## src/sv/mad_pkg.sv

```systemverilog
// ============================================================================
// mad_pkg - shared types and constants for the modulated allpass diffuser
// Holds the datapath operation codes, register reset values and the sine table.
// ============================================================================
package mad_pkg;

    // Datapath operation codes, issued by the controller once per cycle
    localparam logic [3:0] OP_NONE   = 4'd0;
    localparam logic [3:0] OP_CLEAR  = 4'd1;
    localparam logic [3:0] OP_ACCEPT = 4'd2;
    localparam logic [3:0] OP_SIN    = 4'd3;
    localparam logic [3:0] OP_OFF    = 4'd4;
    localparam logic [3:0] OP_POS    = 4'd5;
    localparam logic [3:0] OP_WRAP   = 4'd6;
    localparam logic [3:0] OP_RDA    = 4'd7;
    localparam logic [3:0] OP_RDB    = 4'd8;
    localparam logic [3:0] OP_MB     = 4'd9;
    localparam logic [3:0] OP_TAP    = 4'd10;
    localparam logic [3:0] OP_Y      = 4'd11;
    localparam logic [3:0] OP_W      = 4'd12;

    // Configuration register indexes
    localparam logic [2:0] REG_DELAY_LENGTH = 3'd0;
    localparam logic [2:0] REG_FEEDBACK     = 3'd1;
    localparam logic [2:0] REG_LFO_INC      = 3'd2;
    localparam logic [2:0] REG_LFO_START    = 3'd3;
    localparam logic [2:0] REG_MOD_SCALE    = 3'd4;

    localparam int CFG_W = 24;

    // Register reset values
    localparam logic [12:0] RST_DELAY_LENGTH = 13'd601;
    localparam logic [14:0] RST_FEEDBACK     = 15'd11469;
    localparam logic [19:0] RST_LFO_INC      = 20'd380;
    localparam logic [23:0] RST_LFO_START    = 24'd0;
    localparam logic [15:0] RST_MOD_SCALE    = 16'd8192;

    localparam logic [6:0] MOD_DEPTH = 7'd49;

    typedef struct packed {
        logic [3:0] op;
    } t_dp_cmd;

    typedef struct packed {
        logic clear_done;
        logic wrap_ok;
        logic out_free;
    } t_dp_status;

    typedef logic [14:0] t_sine_tab [0:256];

    // Quarter-wave sine in Q1.15, 7th-order series with floored products
    function automatic t_sine_tab f_build_sine();
        t_sine_tab tab;
        longint unsigned x;
        longint unsigned x2;
        longint unsigned t;
        longint unsigned s;
        longint unsigned q30_one;
        longint unsigned q30_hpi;
        q30_one = 64'd1073741824;
        q30_hpi = 64'd1686629713;
        for (int k = 0; k <= 256; k++) begin
            x  = (longint'(k) * q30_hpi) >> 8;
            x2 = (x * x) >> 30;
            t  = q30_one - x2 / 42;
            t  = q30_one - ((x2 * t) >> 30) / 20;
            t  = q30_one - ((x2 * t) >> 30) / 6;
            s  = (x * t) >> 30;
            s  = (s + 64'd16384) >> 15;
            if (s > 64'd32767) begin
                s = 64'd32767;
            end
            tab[k] = s[14:0];
        end
        return tab;
    endfunction

    localparam t_sine_tab SINE_TAB = f_build_sine();

endpackage

```

## src/sv/mad_ctrl.sv

```systemverilog
// ============================================================================
// mad_ctrl - sequencer for the modulated allpass diffuser
// Steps the datapath through line clearing and the per-sample operations.
// ============================================================================
module mad_ctrl
    import mad_pkg::*;
(
    input  logic       i_clk,
    input  logic       i_rst_n,
    input  logic       i_valid,
    input  t_dp_status i_status,
    output logic       o_ready,
    output t_dp_cmd    o_cmd
);

    localparam logic [3:0] S_CLR  = 4'd0;
    localparam logic [3:0] S_IDLE = 4'd1;
    localparam logic [3:0] S_SIN  = 4'd2;
    localparam logic [3:0] S_OFF  = 4'd3;
    localparam logic [3:0] S_POS  = 4'd4;
    localparam logic [3:0] S_WRAP = 4'd5;
    localparam logic [3:0] S_RDA  = 4'd6;
    localparam logic [3:0] S_RDB  = 4'd7;
    localparam logic [3:0] S_MB   = 4'd8;
    localparam logic [3:0] S_TAP  = 4'd9;
    localparam logic [3:0] S_Y    = 4'd10;
    localparam logic [3:0] S_W    = 4'd11;

    logic [3:0] r_state;
    logic [3:0] n_state;

    // Next state and command
    always_comb begin
        n_state = r_state;
        o_cmd.op = OP_NONE;
        case (r_state)
            S_CLR: begin
                o_cmd.op = OP_CLEAR;
                if (i_status.clear_done) begin
                    n_state = S_IDLE;
                end
            end
            S_IDLE: begin
                if (i_valid) begin
                    o_cmd.op = OP_ACCEPT;
                    n_state = S_SIN;
                end
            end
            S_SIN: begin
                o_cmd.op = OP_SIN;
                n_state = S_OFF;
            end
            S_OFF: begin
                o_cmd.op = OP_OFF;
                n_state = S_POS;
            end
            S_POS: begin
                o_cmd.op = OP_POS;
                n_state = S_WRAP;
            end
            S_WRAP: begin
                o_cmd.op = OP_WRAP;
                if (i_status.wrap_ok) begin
                    n_state = S_RDA;
                end
            end
            S_RDA: begin
                o_cmd.op = OP_RDA;
                n_state = S_RDB;
            end
            S_RDB: begin
                o_cmd.op = OP_RDB;
                n_state = S_MB;
            end
            S_MB: begin
                o_cmd.op = OP_MB;
                n_state = S_TAP;
            end
            S_TAP: begin
                o_cmd.op = OP_TAP;
                n_state = S_Y;
            end
            S_Y: begin
                o_cmd.op = OP_Y;
                n_state = S_W;
            end
            S_W: begin
                // hold until the output register is free
                if (i_status.out_free) begin
                    o_cmd.op = OP_W;
                    n_state = S_IDLE;
                end
            end
            default: begin
                n_state = S_CLR;
            end
        endcase
    end

    always_ff @(posedge i_clk) begin
        if (!i_rst_n) begin
            r_state <= S_CLR;
        end else begin
            r_state <= n_state;
        end
    end

    assign o_ready = (r_state == S_IDLE);

endmodule

```

## config.mk

```make
export PLATFORM = sky130hd
export DESIGN_NAME = mad_ctrl
export DESIGN_NICKNAME = d
export VERILOG_FILES = /design/src/sv/mad_pkg.sv /design/src/sv/mad_ctrl.sv
export SDC_FILE = /design/constraint.sdc
export NUM_CORES = 1
export LEC_CHECK = 0
export ABC_AREA = 1
export BUFFER_PORTS_ARGS = -buffer_cell sky130_fd_sc_hd__buf_2
export CAP_MARGIN = 20
export CORE_AREA = 3 3 40 42
export DETAILED_ROUTE_END_ITERATION = 7
export DIE_AREA = 0 0 43 45
export SYNTH_ARGS = -nofsm -noshare
export SYNTH_HDL_FRONTEND = slang
export SYNTH_SLANG_ARGS = --single-unit
```

## constraint.sdc

```tcl
create_clock -name i_clk -period 2.7 [get_ports i_clk]
set_clock_uncertainty 0.15 [all_clocks]
set_input_delay 0.135 -clock i_clk [delete_from_list [all_inputs] [get_ports i_clk]]
set_output_delay 0.135 -clock i_clk [all_outputs]
set_load 0.02 [all_outputs]
```

==> flow_summary.ini, run 1 <==
[timing]
setup_slack_ps = 1110
worstMarginPinSlew_ps = 230
max_slew_margin_pct = 84.5
min_period_ps = 1590
slew_violations = 0
min_period_over_period_pct = 59.0
setup_viol = 0
fmax_mhz = 627
setup_tns_ps = 0
hold_violations = 0
holdWs_ps = 12.7
rsz0062_at_grt = no

[die]
ioPinCount = 11
die_area_sq_mm = 0.00194
chipHeight_microns = 45
fp-row-count = 13
initial_core_util_pct = 21.5
coreArea_sq_mm = 0.00128
die_x_microns = 43

[placement]
place_hpwl_microns = 508
port_buffers = 10
gp_congestion = 0.799
pre_cts_slack_ps = 1370

[worst_setup_path]
rrSetupSlack_ps = 1400
r2r-end = r_state[1]$_SDFFE_PN0P_
slowest_stage = dfxtp_1
r2r_start = r_state[3]$_SDFFE_PN0P_
crit_required_ps = 2410
cp_data_arrival_time_ps = 1310
crit_chain = inv_1 > nor2_1 > inv_1 > nand2_1 > o21ai_0 > nand2_1 > buf_2
crit_path_end_kind = output pin
slowest_delay_ps = 410
crit_start = r_state[2]$_SDFFE_PN0P_
criticalPathCategory = reg2out
r2r_cells = 7
crit_fanout = 5
crit_path_start_kind = flop

[final_layout]
fill_cells = 142
largest_registers = r_state: 4 flops
drive_gt1_share_pct = 31.7
fin_nets = 68
areaGrowthSynthToFinish_pct = 33.0
top_register = r_state
antenna_cells = 0
largest_reg_flops = 4

[logic_synthesis]
yosys.area.top_type = dfxtp_1
syn_avg_cell_area_sq_um = 5.88
synthTopCellsByArea = dfxtp_1 29%, nand2_1 14%, inv_1 9.5%, nor2_1 9.5%, a21oi_1 7.2%
synth_nets = 53
syn_area_sq_um = 277
synth.top_cell.area_share_pct = 29.0
synth-seq-area-share_pct = 29.0
synth_warnings = 0
synth_cell_types = 13
yosys_register_bits = 4
netlist_instances = 47

[global_route]
grt_use_met3_pct = 6.77
first_global_vias = 268
grt-busiest-layer = met1
antenna_found_initial = 0
gr-usage-met2_pct = 8.68
grt_pass1_wl_mm = 1.02
grtUsageMet1_pct = 9.40
grt_max_degree = 7
overflow = 0
grt_usage_pct = 7.33

[routing]
viasPerCell = 4.15
wl_per_cell_microns = 8.28
drtPass1Iterations = 4
antenna_left = 0
route.detailed.drc = 0
drt-initial-drc-count = 5
wirelength_microns = 621
vias = 311

[worst_hold_path]
min_to = r_state[1]$_SDFFE_PN0P_
hold_class = in2reg
hp-start = i_rst_n
holdPathStages = 3

[job]
drv_cap = 0

[clock_network]
clk_pin_slew_ps = 40
numCtsBuffers = 3
cts-root-buf = clkbuf_4
clk_latency_ps = 230
cts_post_setup_buffers_inserted = 0
cts_max_level = 1
ctsHoldBuffers = 0
cts.sinks = 4
ctsResizeCount = 0
cts_buffer_depth = 2
cts_tree = yes

[power_and_ir_drop]
peakVddDrop_v = 0.000326
power_density_mw_per_mm2 = 1060
p_leak_nw = 0.207

[outcome]
status = completed
## worst max-delay path by stage
stage / end / slack, ps
finish: o_cmd[2] / 1110
global placement: o_cmd[1] / 1360
floorplan: o_ready / 1310
detailed placement: o_cmd[2] / 1370
global route: o_cmd[3] / 980
CTS: o_cmd[2] / 1110
## layout by cell type (no fill, tap or decap)
master | synthesis | routed
nand2_1 | 10 | 10
buf_2 | 0 | 10
inv_1 | 7 | 7
nor2_1 | 7 | 7
a21oi_1 | 4 | 4
dfxtp_1 | 4 | 4
o21ai_0 | 3 | 3
nor2_2 | 3 | 3
nand3_1 | 3 | 3
clkbuf_4 | 0 | 3
inv_2 | 2 | 2
nor4_1 | 1 | 1
a31oi_1 | 1 | 1
nand3_2 | 1 | 1
nand3b_1 | 1 | 1
## critical path: cells and delay by family, from the launching register on
family	cells	cell delay [ps]
AOI/OAI and AO/OA	1	100
buffers and inverters	3	300
DFF	1	410
and+or+nand+nor	3	260
## final cells by class
cell class                 instances  area [sq um]  area share, %
multi-input combinational         34           163           44.2
sequential                         4          80.1           21.8
timing repair buffer              10          50.0           13.6
inverter                           9          33.8           9.18
clock buffer                       3          22.5           6.12
tap                               15          18.8           5.10
## Yosys cell counts
master and count:
inv_1 7, inv_2 2, nor4_1 1, nand2_1 10, nand3b_1 1, a31oi_1 1, a21oi_1 4, nand3_2 1
o21ai_0 3, dfxtp_1 4, nor2_1 7, nand3_1 3, nor2_2 3
## power breakdown
| group | total, mW | leakage [nW] | switching (mW) | internal (mW) |
|---|---|---|---|---|
| combinational | 0.214 | 0.160 | 0.140 | 0.0739 |
| sequential | 0.106 | 0.0329 | 0.0269 | 0.0787 |
| clock | 0.0711 | 0.0138 | 0.0216 | 0.0495 |
## cell families after synthesis
family	synth area share, %
AO/OA/AOI/OAI	14.9
flip-flops	29.0
buffers and inverters	12.2
AND/OR/NAND/NOR	43.9
## layer usage
metal	wire length, microns	vias up	share of wire [%]
met2	234	11	38
met4	0	0	0
met3	75	0	12
li1	-	177	-
met5	0	-	0
met1	311	123	50
## through the flow
stage / power [mW] / area (sq um) / std cells / utilization [%]
after global placement: 0.323 / 345 / 72 / 26.9
after CTS: 0.397 / 368 / 75 / 28.6
after global routing: 0.432 / 368 / 75 / 28.6
final: 0.391 / 368 / 75 / 28.6
after detailed placement: 0.321 / 345 / 72 / 26.9
after floorplan: 0.262 / 277 / 47 / -
No activity file was read; power rests on OpenSTA's default activity.
==> inputs of run 2 (changes only) <==
- ABC_AREA: 1 -> 0
- clock period: 2.7 -> 1.3 ns (I/O delays scaled with it)
==> flow_summary.ini, run 2 <==
[outcome]
status = finished with violations
violations = negative setup slack

[final_layout]
antenna_cells = 0
largest_registers = r_state: 4 flops
fill_cells = 123
mostFrequentLayoutCells = 12 x buf_6, 12 x buf_4, 5 x buf_2
top_register = r_state
drive_gt1_share_pct = 71.2
final_cells = 88
largest_reg_flops = 4
fin_nets = 81
areaGrowthSynthToFinish_pct = 90.4

[placement]
pre_cts_slack_ps = -92.9
port_buffers = 10
place_hpwl_microns = 690
gp_congestion = 0.764
placedCellCount = 75

[routing]
wirelength_mm = 1.19
viasPerCell = 5.01
wl_per_cell_microns = 13.6
dr_wl_met3_microns = 58
vias = 441
drt-initial-drc-count = 3
drtPass1Iterations = 2
antenna_left = 0
m1WireLength_microns = 427
route.detailed.drc = 0
dr_wl_met2_microns = 667
top_layer = met4

[clock_network]
cts.sinks = 4
cts_buffer_depth = 2
cts_max_level = 1
clk_pin_slew_ps = 40
cts_tree = yes
cts-root-buf = clkbuf_4
numCtsBuffers = 3
clk_latency_ps = 240

[logic_synthesis]
yosys.area.top_type = dfxtp_1
yosys_register_bits = 4
synth_commonest_cells = 6 x nand2_1, 4 x dfxtp_1, 4 x nor2_1, 3 x buf_6, 3 x o21ai_1
synth_warnings = 0
synth-seq-area-share_pct = 21.8
synth_flop_cell = dfxtp_1
synth_cell_types = 26
synth_most_common_cell = nand2_1
synth-async-reset-ratio_pct = 0
synth.top_cell.area_share_pct = 21.8
syn_area_sq_um = 367
netlist_instances = 44
synth_edf_count = 0
syn_avg_cell_area_sq_um = 8.33
synth_nets = 50
synthTopCellsByArea = dfxtp_1 22%, buf_6 9.2%, nor4bb_4 6.8%, nand2_1 6.1%, o211a_1 5.5%

[power_and_ir_drop]
p_leak_nw = 0.320
peakVddDrop_v = 0.000475
power_density_mw_per_mm2 = 788
finalPower_mw = 0.550

[global_route]
antenna_found_initial = 0
grt_usage_pct = 13.3
first_global_vias = 423
overflow = 0
grt_pass1_wl_mm = 1.80
grt_max_degree = 7

[worst_hold_path]
hp-start = i_status[2]
hold_class = in2reg

[worst_setup_path]
crit_path_end_kind = output pin
crit_chain = buf_6 > o31a_1 > o211a_1 > buf_6
crit_required_ps = 1090
crit_path_start_kind = flop
cp_data_arrival_time_ps = 1320
crit_start = r_state[2]$_SDFFE_PN0P_
slowest_delay_ps = 320
r2r_start = r_state[3]$_SDFFE_PN0P_
crit_path_frequent_cell = buf_6
crit_fanout = 4
slowest_stage = dfxtp_2
criticalPathCategory = reg2out

[timing]
fmax_mhz = 653
worstMarginPinSlew_ps = 238
max_slew_margin_pct = 84.0
min_period_ps = 1530
rsz0062_at_grt = yes
setup_viol = 7
slew_violations = 0
min_period_over_period_pct = 118
hold_violations = 0
setup_slack_ps = -232

[die]
die_x_microns = 43
die_area_sq_mm = 0.00194
initial_core_util_pct = 28.5
chipHeight_microns = 45
coreArea_sq_mm = 0.00128
fp-row-count = 13
ioPinCount = 11

[job]
drv_cap = 0
==> run 2: cell types whose count changed after synthesis, sizes merged, moves of 2 or more <==
cell	change
nand2	-4
o22ai	+2
nor2	-6
a21oi	-3
o211a	+2
nand2b	+2
inv	-7
buf	+4
nand3	-3
==> run 2: final cells by class <==
class	instances	area, sq um	area share (%)
Tap cell	15	18.8	2.69
Sequential cell	4	87.6	12.5
Multi-Input combinational cell	34	302	43.2
Clock buffer	3	22.5	3.23
Timing Repair Buffer	30	260	37.3
Inverter	2	7.51	1.08
==> run 2: cell families (layout without fill, tap and decap cells) <==
group / count (synthesis) / after routing / synth area share, %
mux: 1 / 1 / 2.73
flops: 4 / 4 / 21.8
simple gates: 18 / 18 / 32.8
buf+inv: 6 / 35 / 12.6
xor+xnor: 2 / 2 / 4.78
compound gates: 13 / 13 / 25.3
==> run 2: layer usage <==
| layer | track usage, % | up-vias |
|---|---|---|
| li1 | - | 213 |
| met1 | 12.8 | 209 |
| met2 | 25.1 | 13 |
| met3 | 3.98 | 6 |
| met4 | 7.23 | 0 |
| met5 | 0 | - |
==> run 2: report_power, final <==
part	switching [mW]	total [mW]	internal, mW	leakage [nW]
logic	0.106	0.243	0.137	0.272
registers	0.0156	0.150	0.135	0.0347
clock network	0.0533	0.157	0.103	0.0138
==> run 2: worst paths after layout <==
kind / endpoint / slack, ps / cells after the start
worst max-delay path: o_cmd[1] / -230 / 4
worst max register to register: r_state[1]$_SDFFE_PN0P_ / -220 / 6
worst min-delay path: r_state[0]$_SDFFE_PN0P_ / 40 / 4
worst min register to register: r_state[3]$_SDFFE_PN0P_ / 570 / 3
==> run 2: worst max-delay path, delay by kind of cell (launching register included) <==
kind            cells  cell delay [ps]
flops               1              320
compound gates      2              500
buf+inv             2              260
==> run 2: through the flow <==
step / hold WS [ps] / instance area [sq um] / utilization [%] / TNS (ps)
global placement: 223 / 472 / 36.7 / -143
finish: 35.8 / 698 / 54.3 / -916
CTS: 28.1 / 653 / 50.8 / -1030
global route: 64.8 / 698 / 54.3 / -1320
floorplan: 56.5 / 367 / - / 0
detailed placement: 229 / 472 / 36.7 / -225
==> run 2: what timing repair did <==
| item | in CTS | in global routing |
|---|---|---|
| hold buffers | 1 | 0 |
| pin swaps | 10 | 10 |
| resized for setup | 25 | 13 |
| setup buffers | 9 | 1 |
| setup endpoints to repair | 7 | 8 |
| endpoints found under the hold margin | 4 | 0 |
==> inputs of run 3 (changes only) <==
- PLACE_DENSITY_LB_ADDON: unset -> 0.08
- clock period: 1.3 -> 1.4 ns (I/O delays scaled with it)
==> flow_summary.ini, run 3 (synthesis results as in run 2) <==
[worst_setup_path]
crit_fanout = 3
crit_path_end_kind = output pin
cp_data_arrival_time_ps = 1290
rrSetupSlack_ps = -30
crit_required_ps = 1180
criticalPathCategory = reg2out
crit_path_start_kind = flop

[power_and_ir_drop]
netSwitchingFraction_pct = 32.5
pwr-share-clk_pct = 31.5
p_int_mw = 0.313
power.share.sequential_pct = 30.3
pwr-share-comb_pct = 38.2
switchingPower_mw = 0.151
peakVddDrop_v = 0.000404
p_leak_nw = 0.272
power_density_mw_per_mm2 = 724

[timing]
min_period_ps = 1510
setup_slack_ps = -111
min_period_over_period_pct = 108
setup_tns_ps = -214
hold_violations = 0
setup_viol = 4
slew_violations = 0
worstMarginPinSlew_ps = 211
rsz0062_at_grt = yes
fmax_mhz = 662
max_slew_margin_pct = 85.9

[global_route]
grt_pass1_wl_mm = 1.77
grt_max_degree = 8
grt_usage_pct = 12.5
antenna_found_initial = 0
first_global_vias = 418
overflow = 0

[final_layout]
drive_gt1_share_pct = 64.6
mostFrequentLayoutCells = 8 x buf_6, 8 x buf_4, 5 x buf_2
seq_area_sq_um = 95.1
multi_input_area_sq_um = 312
top_register = r_state
fin_nets = 73
antenna_cells = 0
largest_reg_flops = 4
areaGrowthSynthToFinish_pct = 74.7
fill_cells = 126
final_cells = 80
postLayoutCellArea_sq_um = 641
largest_registers = r_state: 4 flops

[clock_network]
cts_max_level = 1
clk_latency_ps = 240
cts-root-buf = clkbuf_4
clk_pin_slew_ps = 40
cts.sinks = 4
numCtsBuffers = 3
cts_tree = yes
cts_buffer_depth = 2

[routing]
route.detailed.drc = 0
vias = 387
antenna_left = 0
drtPass1Iterations = 2
wl_per_cell_microns = 13.1
viasPerCell = 4.84
wirelength_mm = 1.05
drt-initial-drc-count = 10

[placement]
pre_cts_slack_ps = -36.8
place_hpwl_microns = 744
gp_congestion = 0.773
placed_cell_area_sq_um = 442
port_buffers = 10
placedCellCount = 71

[die]
coreArea_sq_mm = 0.00128
die_x_microns = 43
die_area_sq_mm = 0.00194
ioPinCount = 11
chipHeight_microns = 45
fp-row-count = 13
initial_core_util_pct = 28.5

[outcome]
status = finished with violations
violations = negative setup slack

[job]
drv_cap = 0

[worst_hold_path]
hold_class = in2reg
-- run 3: area by class of cell --
cell class / instances / area share, %
Multi-Input combinational cell: 34 / 48.6
Inverter: 2 / 1.17
Sequential cell: 4 / 14.8
Tap cell: 15 / 2.93
Clock buffer: 3 / 3.52
Timing Repair Buffer: 22 / 28.9
-- run 3: repair_timing --
item                                    in CTS  in global routing
gates resized for setup                     23                 12
endpoints found under the setup margin       7                  8
buffers inserted                             4                  1
hold buffers                                 1                  0
endpoints found under the hold margin        3                  0
pin swaps                                    5                  3
-- run 3: worst max-delay path, stage by stage (launching register included) --
cell and delay [ps]:
dfxtp_4 350, buf_4 130, o31a_1 230, o211a_1 210
buf_6 130
-- run 3: per-stage QoR --
stage	utilization, %	total power, mW	hold slack [ps]
2_1_floorplan	-	0.227	61.5
3_3_place_gp	34.4	0.268	235
3_5_place_dp	34.4	0.268	236
4_1_cts	45.1	0.452	52.6
5_1_grt	49.9	0.493	86.1
6_report	49.9	0.464	58.9
-- run 3: power groups by stage --
stage	Sequential [mW]	Clock (mW)	Combinational, mW
4_1_cts	0.139	0.152	0.161
2_1_floorplan	0.127	0	0.101
6_report	0.140	0.146	0.177
3_5_place_dp	0.140	0	0.128
3_3_place_gp	0.141	0	0.127
5_1_grt	0.143	0.159	0.192
-- run 3: worst paths after layout --
kind | start | end | depth (start not counted)
max | r_state[2]$_SDFFE_PN0P_ | o_cmd[1] | 4
min | i_status[2] | r_state[0]$_SDFFE_PN0P_ | 4
max reg2reg | r_state[3]$_SDFFE_PN0P_ | r_state[1]$_SDFFE_PN0P_ | 6
min reg2reg | r_state[0]$_SDFFE_PN0P_ | r_state[1]$_SDFFE_PN0P_ | 3
-- run 3: metal layers --
metal | vias to the layer above | global-route usage, % | wire, microns
li1 | 200 | - | -
met1 | 170 | 14.4 | 445
met2 | 13 | 20.1 | 533
met3 | 4 | 1.59 | 41
met4 | 0 | 11.4 | 28
met5 | - | 0 | 0
